===== config.mk =====
export PLATFORM = sky130hd
export DESIGN_NAME = virtual_interrupt_priority_select_flat
export DESIGN_NICKNAME = d
export VERILOG_FILES = /design/src/hw/rtl/vips_pkg.sv /design/src/hw/rtl/vips_if.sv /design/src/hw/rtl/vips_ram.sv /design/src/hw/rtl/vips_ctrl.sv /design/src/hw/rtl/virtual_interrupt_priority_select.sv /design/src/flat_wrapper.sv
export SDC_FILE = /design/constraint.sdc
export NUM_CORES = 1
export LEC_CHECK = 0
export BUFFER_PORTS_ARGS = -buffer_cell sky130_fd_sc_hd__buf_2
export CELL_PAD_IN_SITES_DETAIL_PLACEMENT = 1
export CELL_PAD_IN_SITES_GLOBAL_PLACEMENT = 1
export CORE_MARGIN = 2
export CORE_UTILIZATION = 44
export DETAILED_ROUTE_END_ITERATION = 8
export PLACE_DENSITY = 0.78
export SYNTH_ARGS = -nofsm -noshare
export SYNTH_HDL_FRONTEND = slang
export SYNTH_SLANG_ARGS = --single-unit

===== constraint.sdc =====
create_clock -name i_clk -period 5.1 [get_ports i_clk]
set_input_delay 1.02 -clock i_clk [delete_from_list [all_inputs] [get_ports i_clk]]
set_output_delay 1.02 -clock i_clk [all_outputs]
set_load 0.01 [all_outputs]

===== src/hw/rtl/vips_pkg.sv =====
// ----------------------------------------------------------------------------
// vips_pkg
// Types and constants of the virtual interrupt priority select block.
// ----------------------------------------------------------------------------
package vips_pkg;

    localparam int NUM_ENTRIES = 32;
    localparam int ENT_AW      = (NUM_ENTRIES > 1) ? $clog2(NUM_ENTRIES) : 1;
    localparam int CNT_W       = $clog2(NUM_ENTRIES + 1);

    localparam int KIND_W   = 2;
    localparam int IDX_W    = 5;
    localparam int VALUE_W  = 8;
    localparam int PROC_W   = 4;
    localparam int PRIO_W   = 8;
    localparam int ACTION_W = 2;
    localparam int WORD_W   = 32;
    localparam int BASE_W   = 10;
    localparam int VID_W    = BASE_W + 1;

    localparam int CFG_ADDR_W = 2;
    localparam int CFG_DATA_W = 10;

    localparam logic [CFG_ADDR_W-1:0] CFG_FEATURE_ENABLE = 2'd0;
    localparam logic [CFG_ADDR_W-1:0] CFG_PRIO_LIMIT     = 2'd1;
    localparam logic [CFG_ADDR_W-1:0] CFG_SPI_BASE       = 2'd2;

    localparam logic [PRIO_W-1:0] PRIO_MASK_RST = 8'd255;
    localparam logic [BASE_W-1:0] SPI_BASE_RST  = 10'd32;

    localparam int                LW_PRIO_SHIFT = 23;
    localparam logic [WORD_W-1:0] LW_PENDING    = 32'h1000_0000;
    localparam logic [WORD_W-1:0] LW_EOI        = 32'h0008_0000;

    typedef enum logic [KIND_W-1:0] {
        KIND_EXPOSE   = 2'd0,
        KIND_PENDING  = 2'd1,
        KIND_ENABLE   = 2'd2,
        KIND_PRIORITY = 2'd3
    } t_kind;

    typedef enum logic [ACTION_W-1:0] {
        ACT_INJECTED    = 2'd0,
        ACT_DISCONTINUE = 2'd1,
        ACT_REFUSED     = 2'd2,
        ACT_ACCEPTED    = 2'd3
    } t_action;

    typedef enum logic [1:0] {
        ST_IDLE,
        ST_SCAN,
        ST_FINISH,
        ST_RESP
    } t_state;

    typedef struct packed {
        t_kind              kind;
        logic [IDX_W-1:0]   index;
        logic [VALUE_W-1:0] value;
        logic [PROC_W-1:0]  proc_number;
    } t_req;

    typedef struct packed {
        t_action            action;
        logic [WORD_W-1:0]  list_word;
        logic [IDX_W-1:0]   chosen_index;
    } t_res;

    typedef struct packed {
        logic               feature_enable;
        logic [PRIO_W-1:0]  prio_limit;
        logic [BASE_W-1:0]  spi_base;
    } t_cfg;

endpackage


===== src/hw/rtl/vips_if.sv =====
// ----------------------------------------------------------------------------
// vips_if
// Valid/ready channels of the virtual interrupt priority select block.
// ----------------------------------------------------------------------------
interface vips_in_if;
    logic                         valid;
    logic                         ready;
    logic [vips_pkg::KIND_W-1:0]  kind;
    logic [vips_pkg::IDX_W-1:0]   index;
    logic [vips_pkg::VALUE_W-1:0] value;
    logic [vips_pkg::PROC_W-1:0]  proc_number;

    modport source (output valid, kind, index, value, proc_number, input ready);
    modport sink   (input valid, kind, index, value, proc_number, output ready);
endinterface

interface vips_out_if;
    logic                          valid;
    logic                          ready;
    logic [vips_pkg::ACTION_W-1:0] action;
    logic [vips_pkg::WORD_W-1:0]   list_word;
    logic [vips_pkg::IDX_W-1:0]    chosen_index;

    modport source (output valid, action, list_word, chosen_index, input ready);
    modport sink   (input valid, action, list_word, chosen_index, output ready);
endinterface

interface vips_cfg_if;
    logic                            valid;
    logic                            ready;
    logic [vips_pkg::CFG_ADDR_W-1:0] addr;
    logic [vips_pkg::CFG_DATA_W-1:0] wdata;

    modport source (output valid, addr, wdata, input ready);
    modport sink   (input valid, addr, wdata, output ready);
endinterface


===== src/hw/rtl/vips_ram.sv =====
// ----------------------------------------------------------------------------
// vips_ram
// Simple dual-port synchronous RAM, one write and one registered read port.
// ----------------------------------------------------------------------------
module vips_ram #(
    parameter int DEPTH = 32,
    parameter int WIDTH = 8,
    parameter int AW    = (DEPTH > 1) ? $clog2(DEPTH) : 1
) (
    input  logic             i_clk,
    input  logic             i_we,
    input  logic [AW-1:0]    i_waddr,
    input  logic [WIDTH-1:0] i_wdata,
    input  logic             i_re,
    input  logic [AW-1:0]    i_raddr,
    output logic [WIDTH-1:0] o_rdata
);

    logic [WIDTH-1:0] r_mem [DEPTH];
    logic [WIDTH-1:0] r_rdata;

    always_ff @(posedge i_clk) begin
        if (i_we) begin
            r_mem[i_waddr] <= i_wdata;
        end
    end

    always_ff @(posedge i_clk) begin
        if (i_re) begin
            r_rdata <= r_mem[i_raddr];
        end
    end

    assign o_rdata = r_rdata;

endmodule


===== src/hw/rtl/vips_ctrl.sv =====
// ----------------------------------------------------------------------------
// vips_ctrl
// Request sequencer: applies updates, scans the priority RAM for exposes.
// ----------------------------------------------------------------------------
module vips_ctrl (
    input  logic           i_clk,
    input  logic           i_rst_n,
    input  vips_pkg::t_cfg i_cfg,
    input  logic           i_req_valid,
    output logic           o_req_ready,
    input  vips_pkg::t_req i_req,
    output logic           o_res_valid,
    input  logic           i_res_ready,
    output vips_pkg::t_res o_res
);

    localparam int NE = vips_pkg::NUM_ENTRIES;
    localparam int AW = vips_pkg::ENT_AW;
    localparam int CW = vips_pkg::CNT_W;
    localparam logic [vips_pkg::IDX_W:0] ENTRY_LIMIT = (vips_pkg::IDX_W + 1)'(NE);
    localparam logic [CW-1:0]            CNT_END     = CW'(NE);

    vips_pkg::t_state r_state, n_state;

    logic [NE-1:0] r_pending;
    logic [NE-1:0] r_enable;
    logic [NE-1:0] r_pvalid;
    logic [NE-1:0] r_live;

    logic [CW-1:0]                r_rd_cnt;
    logic                         r_cmp_vld;
    logic [AW-1:0]                r_cmp_idx;
    logic [vips_pkg::PRIO_W-1:0]  r_best;
    logic [AW-1:0]                r_win;
    logic                         r_found;
    vips_pkg::t_res               r_res;

    logic                        req_acc;
    logic                        in_range;
    logic                        expose_ok;
    logic [AW-1:0]               upd_idx;
    logic                        ram_we;
    logic                        ram_re;
    logic [AW-1:0]               ram_raddr;
    logic [vips_pkg::PRIO_W-1:0] ram_rdata;
    logic [vips_pkg::PRIO_W-1:0] cmp_prio;
    logic                        cmp_win;
    logic [vips_pkg::VID_W-1:0]  vid;
    vips_pkg::t_action           upd_action;

    assign req_acc   = i_req_valid && o_req_ready;
    assign in_range  = {1'b0, i_req.index} < ENTRY_LIMIT;
    assign expose_ok = i_cfg.feature_enable && (i_req.proc_number == '0);
    assign upd_idx   = i_req.index[AW-1:0];
    assign ram_raddr = r_rd_cnt[AW-1:0];
    assign cmp_prio  = r_pvalid[r_cmp_idx] ? ram_rdata : '0;
    assign cmp_win   = r_cmp_vld && r_live[r_cmp_idx] && (cmp_prio < r_best);
    assign vid       = {1'b0, i_cfg.spi_base} + vips_pkg::VID_W'(r_win);

    always_comb begin
        upd_action = vips_pkg::ACT_REFUSED;
        if (i_req.kind != vips_pkg::KIND_EXPOSE && in_range) begin
            upd_action = vips_pkg::ACT_ACCEPTED;
        end
    end

    vips_ram #(
        .DEPTH (NE),
        .WIDTH (vips_pkg::PRIO_W)
    ) u_prio_ram (
        .i_clk   (i_clk),
        .i_we    (ram_we),
        .i_waddr (upd_idx),
        .i_wdata (i_req.value),
        .i_re    (ram_re),
        .i_raddr (ram_raddr),
        .o_rdata (ram_rdata)
    );

    always_comb begin
        n_state = r_state;
        case (r_state)
            vips_pkg::ST_IDLE: begin
                if (req_acc) begin
                    if (i_req.kind == vips_pkg::KIND_EXPOSE && expose_ok) begin
                        n_state = vips_pkg::ST_SCAN;
                    end else begin
                        n_state = vips_pkg::ST_RESP;
                    end
                end
            end
            vips_pkg::ST_SCAN: begin
                if (r_rd_cnt == CNT_END && !r_cmp_vld) begin
                    n_state = vips_pkg::ST_FINISH;
                end
            end
            vips_pkg::ST_FINISH: begin
                n_state = vips_pkg::ST_RESP;
            end
            vips_pkg::ST_RESP: begin
                if (i_res_ready) begin
                    n_state = vips_pkg::ST_IDLE;
                end
            end
            default: begin
                n_state = vips_pkg::ST_IDLE;
            end
        endcase
    end

    always_comb begin
        o_req_ready = 1'b0;
        o_res_valid = 1'b0;
        ram_re      = 1'b0;
        ram_we      = 1'b0;
        case (r_state)
            vips_pkg::ST_IDLE: begin
                o_req_ready = 1'b1;
                ram_we      = i_req_valid && (i_req.kind == vips_pkg::KIND_PRIORITY)
                              && in_range;
            end
            vips_pkg::ST_SCAN: begin
                ram_re = r_rd_cnt != CNT_END;
            end
            vips_pkg::ST_RESP: begin
                o_res_valid = 1'b1;
            end
            default: begin
            end
        endcase
    end

    always_ff @(posedge i_clk) begin
        if (!i_rst_n) begin
            r_state   <= vips_pkg::ST_IDLE;
            r_pending <= '0;
            r_enable  <= '0;
            r_pvalid  <= '0;
        end else begin
            r_state <= n_state;
            if (req_acc && in_range) begin
                case (i_req.kind)
                    vips_pkg::KIND_PENDING:  r_pending[upd_idx] <= 1'b1;
                    vips_pkg::KIND_ENABLE:   r_enable[upd_idx]  <= i_req.value[0];
                    vips_pkg::KIND_PRIORITY: r_pvalid[upd_idx]  <= 1'b1;
                    default: begin
                    end
                endcase
            end
            if (r_state == vips_pkg::ST_FINISH && r_found) begin
                r_pending[r_win] <= 1'b0;
            end
        end
    end

    always_ff @(posedge i_clk) begin
        if (req_acc) begin
            r_live    <= r_pending & r_enable;
            r_best    <= i_cfg.prio_limit;
            r_found   <= 1'b0;
            r_rd_cnt  <= '0;
            r_cmp_vld <= 1'b0;
            r_res     <= '{action: upd_action, list_word: '0, chosen_index: '0};
        end
        if (r_state == vips_pkg::ST_SCAN) begin
            r_cmp_vld <= ram_re;
            r_cmp_idx <= ram_raddr;
            if (ram_re) begin
                r_rd_cnt <= r_rd_cnt + 1'b1;
            end
            if (cmp_win) begin
                r_best  <= cmp_prio;
                r_win   <= r_cmp_idx;
                r_found <= 1'b1;
            end
        end
        if (r_state == vips_pkg::ST_FINISH) begin
            if (r_found) begin
                r_res.action       <= vips_pkg::ACT_INJECTED;
                r_res.list_word    <= (vips_pkg::WORD_W'(r_best) << vips_pkg::LW_PRIO_SHIFT)
                                      | vips_pkg::LW_PENDING | vips_pkg::LW_EOI
                                      | vips_pkg::WORD_W'(vid);
                r_res.chosen_index <= vips_pkg::IDX_W'(r_win);
            end else begin
                r_res.action <= vips_pkg::ACT_DISCONTINUE;
            end
        end
    end

    assign o_res = r_res;

endmodule


===== src/hw/rtl/virtual_interrupt_priority_select.sv =====
// ----------------------------------------------------------------------------
// virtual_interrupt_priority_select
// Pending/enable/priority state for 32 virtual interrupts and priority pick.
// ----------------------------------------------------------------------------
// Usage:
//   i_in  : requests. kind 0 exposes the best interrupt, kinds 1..3 set a
//           pending bit, write an enable bit or write a priority.
//   o_out : one response per request (action, list_word, chosen_index).
//   i_cfg : register writes (0 feature_enable, 1 priority limit, 2 spi_base),
//           always ready; write only while no request is in flight.
// Timing:
//   One request at a time. Update and refused requests: the response passes
//   through the RESP state and the output register, and the next request can
//   be taken in the same cycle as that response. Expose: the response waits
//   on the priority RAM scan, one entry read per cycle through its single
//   read port. The output register holds a response while o_out.ready is low;
//   the next request is still accepted and waits in the sequencer until it drains.
// Reset: synchronous, active low; config registers return to their defaults, all
//   pending/enable bits clear and every priority reads as zero.
// ----------------------------------------------------------------------------
module virtual_interrupt_priority_select (
    input  logic       i_clk,
    input  logic       i_rst_n,
    vips_in_if.sink    i_in,
    vips_out_if.source o_out,
    vips_cfg_if.sink   i_cfg
);

    vips_pkg::t_cfg r_cfg;
    vips_pkg::t_req req;
    vips_pkg::t_res res;
    logic           res_valid;
    logic           res_ready;
    logic           req_ready;
    logic           r_out_valid;
    vips_pkg::t_res r_out;

    assign req = '{kind:        vips_pkg::t_kind'(i_in.kind),
                   index:       i_in.index,
                   value:       i_in.value,
                   proc_number: i_in.proc_number};

    assign i_in.ready  = req_ready;
    assign i_cfg.ready = 1'b1;

    always_ff @(posedge i_clk) begin
        if (!i_rst_n) begin
            r_cfg.feature_enable <= 1'b0;
            r_cfg.prio_limit     <= vips_pkg::PRIO_MASK_RST;
            r_cfg.spi_base       <= vips_pkg::SPI_BASE_RST;
        end else if (i_cfg.valid) begin
            case (i_cfg.addr)
                vips_pkg::CFG_FEATURE_ENABLE: r_cfg.feature_enable <= i_cfg.wdata[0];
                vips_pkg::CFG_PRIO_LIMIT:
                    r_cfg.prio_limit <= i_cfg.wdata[vips_pkg::PRIO_W-1:0];
                vips_pkg::CFG_SPI_BASE:
                    r_cfg.spi_base <= i_cfg.wdata[vips_pkg::BASE_W-1:0];
                default: begin
                end
            endcase
        end
    end

    vips_ctrl u_ctrl (
        .i_clk       (i_clk),
        .i_rst_n     (i_rst_n),
        .i_cfg       (r_cfg),
        .i_req_valid (i_in.valid),
        .o_req_ready (req_ready),
        .i_req       (req),
        .o_res_valid (res_valid),
        .i_res_ready (res_ready),
        .o_res       (res)
    );

    assign res_ready = !r_out_valid || o_out.ready;

    always_ff @(posedge i_clk) begin
        if (!i_rst_n) begin
            r_out_valid <= 1'b0;
        end else if (res_ready) begin
            r_out_valid <= res_valid;
        end
    end

    always_ff @(posedge i_clk) begin
        if (res_valid && res_ready) begin
            r_out <= res;
        end
    end

    assign o_out.valid        = r_out_valid;
    assign o_out.action       = r_out.action;
    assign o_out.list_word    = r_out.list_word;
    assign o_out.chosen_index = r_out.chosen_index;

endmodule


===== src/flat_wrapper.sv =====
// flat-port wrapper written by rule: the top's interface ports become plain ports
module virtual_interrupt_priority_select_flat 
  (i_clk, i_rst_n, i_in_valid, i_in_kind, i_in_index, i_in_value, i_in_proc_number, i_in_ready, o_out_valid, o_out_action, o_out_list_word, o_out_chosen_index, o_out_ready, i_cfg_valid, i_cfg_addr, i_cfg_wdata, i_cfg_ready);
  vips_in_if i_in_i ();
  vips_out_if o_out_i ();
  vips_cfg_if i_cfg_i ();
  input  logic i_clk;
  input  logic i_rst_n;
  input wire logic [$bits(i_in_i.valid)-1:0] i_in_valid;
  input wire logic [$bits(i_in_i.kind)-1:0] i_in_kind;
  input wire logic [$bits(i_in_i.index)-1:0] i_in_index;
  input wire logic [$bits(i_in_i.value)-1:0] i_in_value;
  input wire logic [$bits(i_in_i.proc_number)-1:0] i_in_proc_number;
  output wire logic [$bits(i_in_i.ready)-1:0] i_in_ready;
  output wire logic [$bits(o_out_i.valid)-1:0] o_out_valid;
  output wire logic [$bits(o_out_i.action)-1:0] o_out_action;
  output wire logic [$bits(o_out_i.list_word)-1:0] o_out_list_word;
  output wire logic [$bits(o_out_i.chosen_index)-1:0] o_out_chosen_index;
  input wire logic [$bits(o_out_i.ready)-1:0] o_out_ready;
  input wire logic [$bits(i_cfg_i.valid)-1:0] i_cfg_valid;
  input wire logic [$bits(i_cfg_i.addr)-1:0] i_cfg_addr;
  input wire logic [$bits(i_cfg_i.wdata)-1:0] i_cfg_wdata;
  output wire logic [$bits(i_cfg_i.ready)-1:0] i_cfg_ready;
  assign i_in_i.valid = i_in_valid;
  assign i_in_i.kind = i_in_kind;
  assign i_in_i.index = i_in_index;
  assign i_in_i.value = i_in_value;
  assign i_in_i.proc_number = i_in_proc_number;
  assign i_in_ready = i_in_i.ready;
  assign o_out_valid = o_out_i.valid;
  assign o_out_action = o_out_i.action;
  assign o_out_list_word = o_out_i.list_word;
  assign o_out_chosen_index = o_out_i.chosen_index;
  assign o_out_i.ready = o_out_ready;
  assign i_cfg_i.valid = i_cfg_valid;
  assign i_cfg_i.addr = i_cfg_addr;
  assign i_cfg_i.wdata = i_cfg_wdata;
  assign i_cfg_ready = i_cfg_i.ready;
  virtual_interrupt_priority_select u_core (.i_clk(i_clk), .i_rst_n(i_rst_n), .i_in(i_in_i), .o_out(o_out_i), .i_cfg(i_cfg_i));
endmodule

Yosys cells after proc, flatten, opt, wreduce, memory -nomap -nowiden
Memories as Yosys holds them, arrays and structs flattened. A register that Yosys moved wholly into a read port is not among the register bits.
Index checks and enable logic that the tools add are counted.
Word-level totals
  input bits: 36
  bits in latches: 0
  word-level logic and storage cells: 118
  memory bits (writable): 256
  bits in registers: 254
  memories kept: 1
  memory bits (read-only): 0
  output and inout port bits: 42
Memories
  u_core.u_ctrl.u_prio_ram.r_mem: words 32, bits a word 8, rd ports 1, clocked after memory_dff 1, wr ports 1, RTL line vips_ram.sv:19  | logic [WIDTH-1:0] r_mem [DEPTH];
Operators by class
  bitwise operators: 6
  add/subtract/negate cells: 2
  eq/ne operators: 13
  muxes and demuxes: 41
  shifts and indexed selects: 0
  order comparisons: 6
  reductions and logical operators: 28
  $mul: 0
  div/mod/pow operators: 0
Operators with widths (count)
  $mux 32: 4
  $mux 39: 2
  $and 32x32->32: 2
  $or 32x32->32: 2
  $mux 37: 1
  $bwmux 32: 1
  $mux 8: 4
  $not 32->32: 1
  $or 31x11->31: 1
  $lt 5x6->1 const B: 3
  $mux 6: 3
  $mux 1: 17
  $reduce_and 2->1: 6
  $add 10x5->11: 1
  $logic_and 1x1->1: 11
  $bmux 1 s5: 2
  $demux 1 s5: 2
  $eq 2x2->1 const B: 5
  $ge 5x1->1 const B: 2
  $lt 8x8->1: 1
  $mux 2: 4
  $pmux 2 s4: 1
  $add 6x1->6 const B: 1
  $eq 2x1->1 const B: 3
  10 further kinds: 16

Depth between registers and ports, before layout
  word-level depth: 10
  gate-level depth with buffers: 18
  gate-level depth less buffers: 14

Cells and area by module
From an unflattened synthesis, not the netlist that was laid out.
Unflattened totals
  cell total of the unflattened synthesis: 1431
  area total of the unflattened synthesis: 20584.7 um^2
Modules (own cells, without submodules)
  vips_ram: sequential area each 7927.6 um^2, cells each 417, area each 10133.5 um^2, instances 1
  vips_ctrl: sequential area each 4354.2 um^2, cells each 884, area each 8418.1 um^2, instances 1
  virtual_interrupt_priority_select: sequential area each 1571.5 um^2, cells each 130, area each 2033.2 um^2, instances 1

Least setup slack after synthesis
Ideal clock, no wire load.
  path type: flip-flop to flip-flop
  start point: reg u_core.u_ctrl.r_cmp_idx[1]
  end point: reg u_core.u_ctrl.r_win[0] (enable)
  data arrival time: 3.573 ns
  buffers on the path: 4
  setup slack: 1.217 ns
  data required time: 4.789 ns
  period minus slack after synthesis: 3.883 ns
  setup time: 0.311 ns
  stages on the path, launching flop included: 19
  cells stage by stage: edfxtp_1 -> buf_2 -> buf_4 -> buf_4 -> mux2i_1 -> a22oi_1 -> nand3_1 -> nand2_1 -> or2_2 -> clkbuf_1 -> and2_1 -> ha_1 -> a21o_1 -> a21o_1 -> a211oi_1 -> o31ai_2 -> a211oi_1 -> a31oi_4 -> inv_1
Between the ends
  cells in the longest elaborated chain, start to end: 6
  elaborated cells on any way between the ends: 9
  classes of those cells: order compare: 1; mux: 5; reduce/logical: 3
RTL lines
  from (decl): RTL line vips_ctrl.sv:32  | logic [AW-1:0] r_cmp_idx;
  from (signal assigned): RTL line vips_ctrl.sv:167  | r_cmp_idx <= ram_raddr;
  $bmux 1 s5: RTL line vips_ctrl.sv:56  | assign cmp_prio = r_pvalid[r_cmp_idx] ? ram_rdata : '0;
  $mux 1 (not written as such): RTL line vips_ctrl.sv:56
  $mux 8: RTL line vips_ctrl.sv:56
  $lt 8x8->1: RTL line vips_ctrl.sv:57  | assign cmp_win = r_cmp_vld && r_live[r_cmp_idx] && (cmp_prio < r_best);
  $logic_and 1x1->1 *: RTL line vips_ctrl.sv:57
  $reduce_and 2->1 (no line) *
  to (signal assigned): RTL line vips_ctrl.sv:173  | r_win <= r_cmp_idx;
  to (decl): RTL line vips_ctrl.sv:34  | logic [AW-1:0] r_win;
Mark *: on every way between the ends. The rest lies on a longest branch, timed or not. The select of a mux whose other input is x is not followed.
A chain may end at the register's enable or synchronous reset.

Final worst setup path
  start point: reg u_core.u_ctrl.r_cmp_idx[2]
  end point: reg u_core.u_ctrl.r_win[1] (enable)
The elaborated chain is that of the path after synthesis.

==> results.yml <==
outcome:
  status: "finished clean"
worst_setup_path:
  crit_type: "reg2reg"
  cp.arrival_ps: 4460
  cp_max_fo: 10
  critPathRequiredTime_ps: 5380
  cp-end-kind: "register"
  startpoint_type: "register"
clock_network:
  cts_resized: 0
  cts.clk_slew.worst_paths_ps: 60
  post-cts-setup-buffer-count: 0
  clk_path_buf_depth: 3
  clock_sinks: 518
  cts_tree: "done"
  postCtsHoldBufs: 0
  htree_levels: 2
  root_buffer: "clkbuf_16"
  numCtsBuffers: 51
  clock_latency_ps: 600
power_and_ir_drop:
  p_int_mw: 7.72
  sw_frac_of_total: 0.281
  combPwrFrac: 0.183
  pwr-share-seq: 0.471
  power.share.clock: 0.346
  switchingPower_mw: 3.02
  total_power_mw: 10.7
  p_leak_nw: 8.03
  powerDensity_mw_per_mm2: 464
  irDropWorstVdd_mv: 0.309
die:
  io_pins: 78
  start_util: 0.449
  die_h_um: 220
  fp.coreArea_mm2: 0.0456
  row_count: 78
  die_area_mm2: 0.0482
  die_w_um: 220
synthesis:
  yosysTopAreaCellShare: 0.511
  ys_seq_area_frac: 0.677
  ys_types: 53
  synth_warnings: 0
  synth_nets: 1582
  async_flop_share: 0
  synth_top_cell_by_area: "edfxtp_1"
  synth_edf_count: 348
  netlist_area_mm2: 0.0204
  ys_ff_latch: 518
  ys_top_cells_by_area: "edfxtp_1 51%, dfxtp_1 17%, mux2i_1 4.7%"
  post_synth.cell_area_avg_um2: 13.4
  syn-instance-count: 1527
  ys.flop_type: "edfxtp_1"
timing:
  finalHoldViolations: 0
  finalMaxSlewViolations: 0
  holdWs_ps: 427
  slew_headroom: 0.215
  tns_ps: 0
  fin_skew_ps: 18.8
  worst_pin_slew_ps: 1170
  worst_slack_ps: 924
  min_period_ps: 4180
  setup_violations: 0
  rsz0062_at_grt: "false"
  max_freq_ghz: 0.239
  fin_crit_sh: 0.819
placed_design:
  place_hpwl_mm: 34.3
  port_buffers: 76
  place.gp.congestion: 0.836
  dpl_worst_slack_ps: 975
grt:
  antenna_found_initial: 0
  grt_pass1_wl_mm: 83.3
  grt_pass1_vias: 14040
  gr-usage-all-layers: 0.230
  overflow: 0
  grt_max_degree: 52
cells_and_area:
  final_nets: 1649
  layout.cells.most_common_list: "348 x edfxtp_1, 168 x dfxtp_1, 143 x nand2_1, 117 x nor2_1, 102 x o21ai_0"
  layout_commonest_cell: "edfxtp_1"
  area_growth_pct: 13.1
  final_layout_size_suffix_gt1_frac: 0.150
  antenna_cells: 0
  num-fill-cells: 4525
  final_core_util: 0.507
routing:
  routed-via-count: 12995
  drcViolationCount: 0
  wl_per_cell_um: 24.2
  vias_per_cell: 5.81
  wirelength_mm: 54.0
  ant_nets: 0
  drt_first_pass_iters: 6
  drt_iter0_markers: 987
worst_hold_path:
  hp-class: "reg2reg"
flow_run:
  maxCapViolCount: 0
[synth_stat cells, types with 2 or more instances]
cell        n
edfxtp_1  348
dfxtp_1   170
nand2_1   143
nor2_1    118
o21ai_0   102
mux2i_1    95
clkbuf_1   82
and2_1     45
mux4_2     41
a21boi_0   34
nand3_1    33
o21a_1     33
a21oi_1    26
inv_1      23
nand4_1    21
a31oi_1    20
ha_1       18
nor3_1     16
o221ai_1   16
o22ai_1    16
and3_1     15
a21o_1     14
a211oi_1   12
nor2b_1    10
buf_1       9
a22o_1      6
mux2_2      5
nand3b_1    5
nor3b_1     5
or3b_2      5
a22oi_1     4
nand2b_1    4
xor2_1      4
buf_4       3
or2_2       3
xnor2_1     3
mux2_1      2
o31ai_1     2
or3_1       2
[final timing paths]
path	slack, ps	start	depth (start not counted)	end
max	920	u_core.u_ctrl.r_cmp_idx[2]$_DFFE_PP_	14	u_core.u_ctrl.r_win[1]$_DFFE_PP_
min	430	u_core.u_ctrl.o_res[38]$_SDFFCE_PP0P_	0	u_core.o_out.action[1]$_DFFE_PP_
max reg2reg	920	u_core.u_ctrl.r_cmp_idx[2]$_DFFE_PP_	14	u_core.u_ctrl.r_win[1]$_DFFE_PP_
min reg2reg	430	u_core.u_ctrl.o_res[38]$_SDFFCE_PP0P_	0	u_core.o_out.action[1]$_DFFE_PP_
[cell families (layout without fill, tap and decap cells)]
group / after synthesis / in the layout / synth area share
compound gates: 292 / 292 / 0.0919
fa+ha+maj: 19 / 19 / 0.0120
buf+inv: 119 / 227 / 0.0225
xor+xnor: 7 / 7 / 0.00300
flops: 518 / 518 / 0.677
simple gates: 428 / 428 / 0.0975
mux: 143 / 143 / 0.0955
other cells: 1 / 1 / 0.000183
[per-stage QoR]
stage | cell area [µm²] | std cells
floorplan | 20400 | 1527
global placement | 21500 | 2141
detailed placement | 21500 | 2141
CTS | 23100 | 2235
global route | 23100 | 2235
finish | 23100 | 2235
[critical path: stages, from the launching register on]
cell	delay, ps
edfxtp_1	590
nor2b_1	390
a22oi_1	170
nand3_1	130
nand2_1	70
or2_2	340
and2_1	200
ha_1	320
a21o_1	170
a21o_1	170
a211oi_1	290
o31ai_2	130
a211oi_1	410
a31oi_4	240
inv_1	250
[sequential cells by signal, indices dropped and copies added, names as in the netlist, 2 cells and up]
signal,count
u_core.o_out.action,2
u_core.o_out.chosen_index,5
u_core.o_out.list_word,32
u_core.r_cfg,19
u_core.u_ctrl.o_res,39
u_core.u_ctrl.r_best,8
u_core.u_ctrl.r_cmp_idx,5
u_core.u_ctrl.r_enable,32
u_core.u_ctrl.r_live,32
u_core.u_ctrl.r_pending,32
u_core.u_ctrl.r_pvalid,32
u_core.u_ctrl.r_rd_cnt,6
u_core.u_ctrl.r_state,2
u_core.u_ctrl.r_win,5
u_core.u_ctrl.u_prio_ram.o_rdata,8
u_core.u_ctrl.u_prio_ram.r_mem,256
[power by group through the flow]
stage                     Clock (mW)  Combinational (mW)  Sequential, mW
after floorplan                    0                1.40            5.01
after global placement             0                1.87            5.13
after detailed placement           0                1.95            5.15
after CTS                       3.76                1.97            5.06
after global routing            3.92                2.15            5.09
final                           3.72                1.96            5.06
[layout make-up]
cell class                 count  area [µm²]  share of cell area
clock buffer                  66        1370              0.0594
sequential                   518       13900               0.599
multi-input combinational    890        6150               0.266
tap                          600         751              0.0325
inverter                      24        90.1             0.00390
timing repair buffer         109         641              0.0277
clock inverter                28         256              0.0111
[routing by layer]
layer / track usage / share of wire / vias to the layer above
li1: - / - / 5790
met1: 0.285 / 0.41 / 6685
met2: 0.394 / 0.50 / 403
met3: 0.0409 / 0.053 / 117
met4: 0.0991 / 0.039 / 0
met5: 0 / 0 / -
Power figures use the tool's default switching activity.
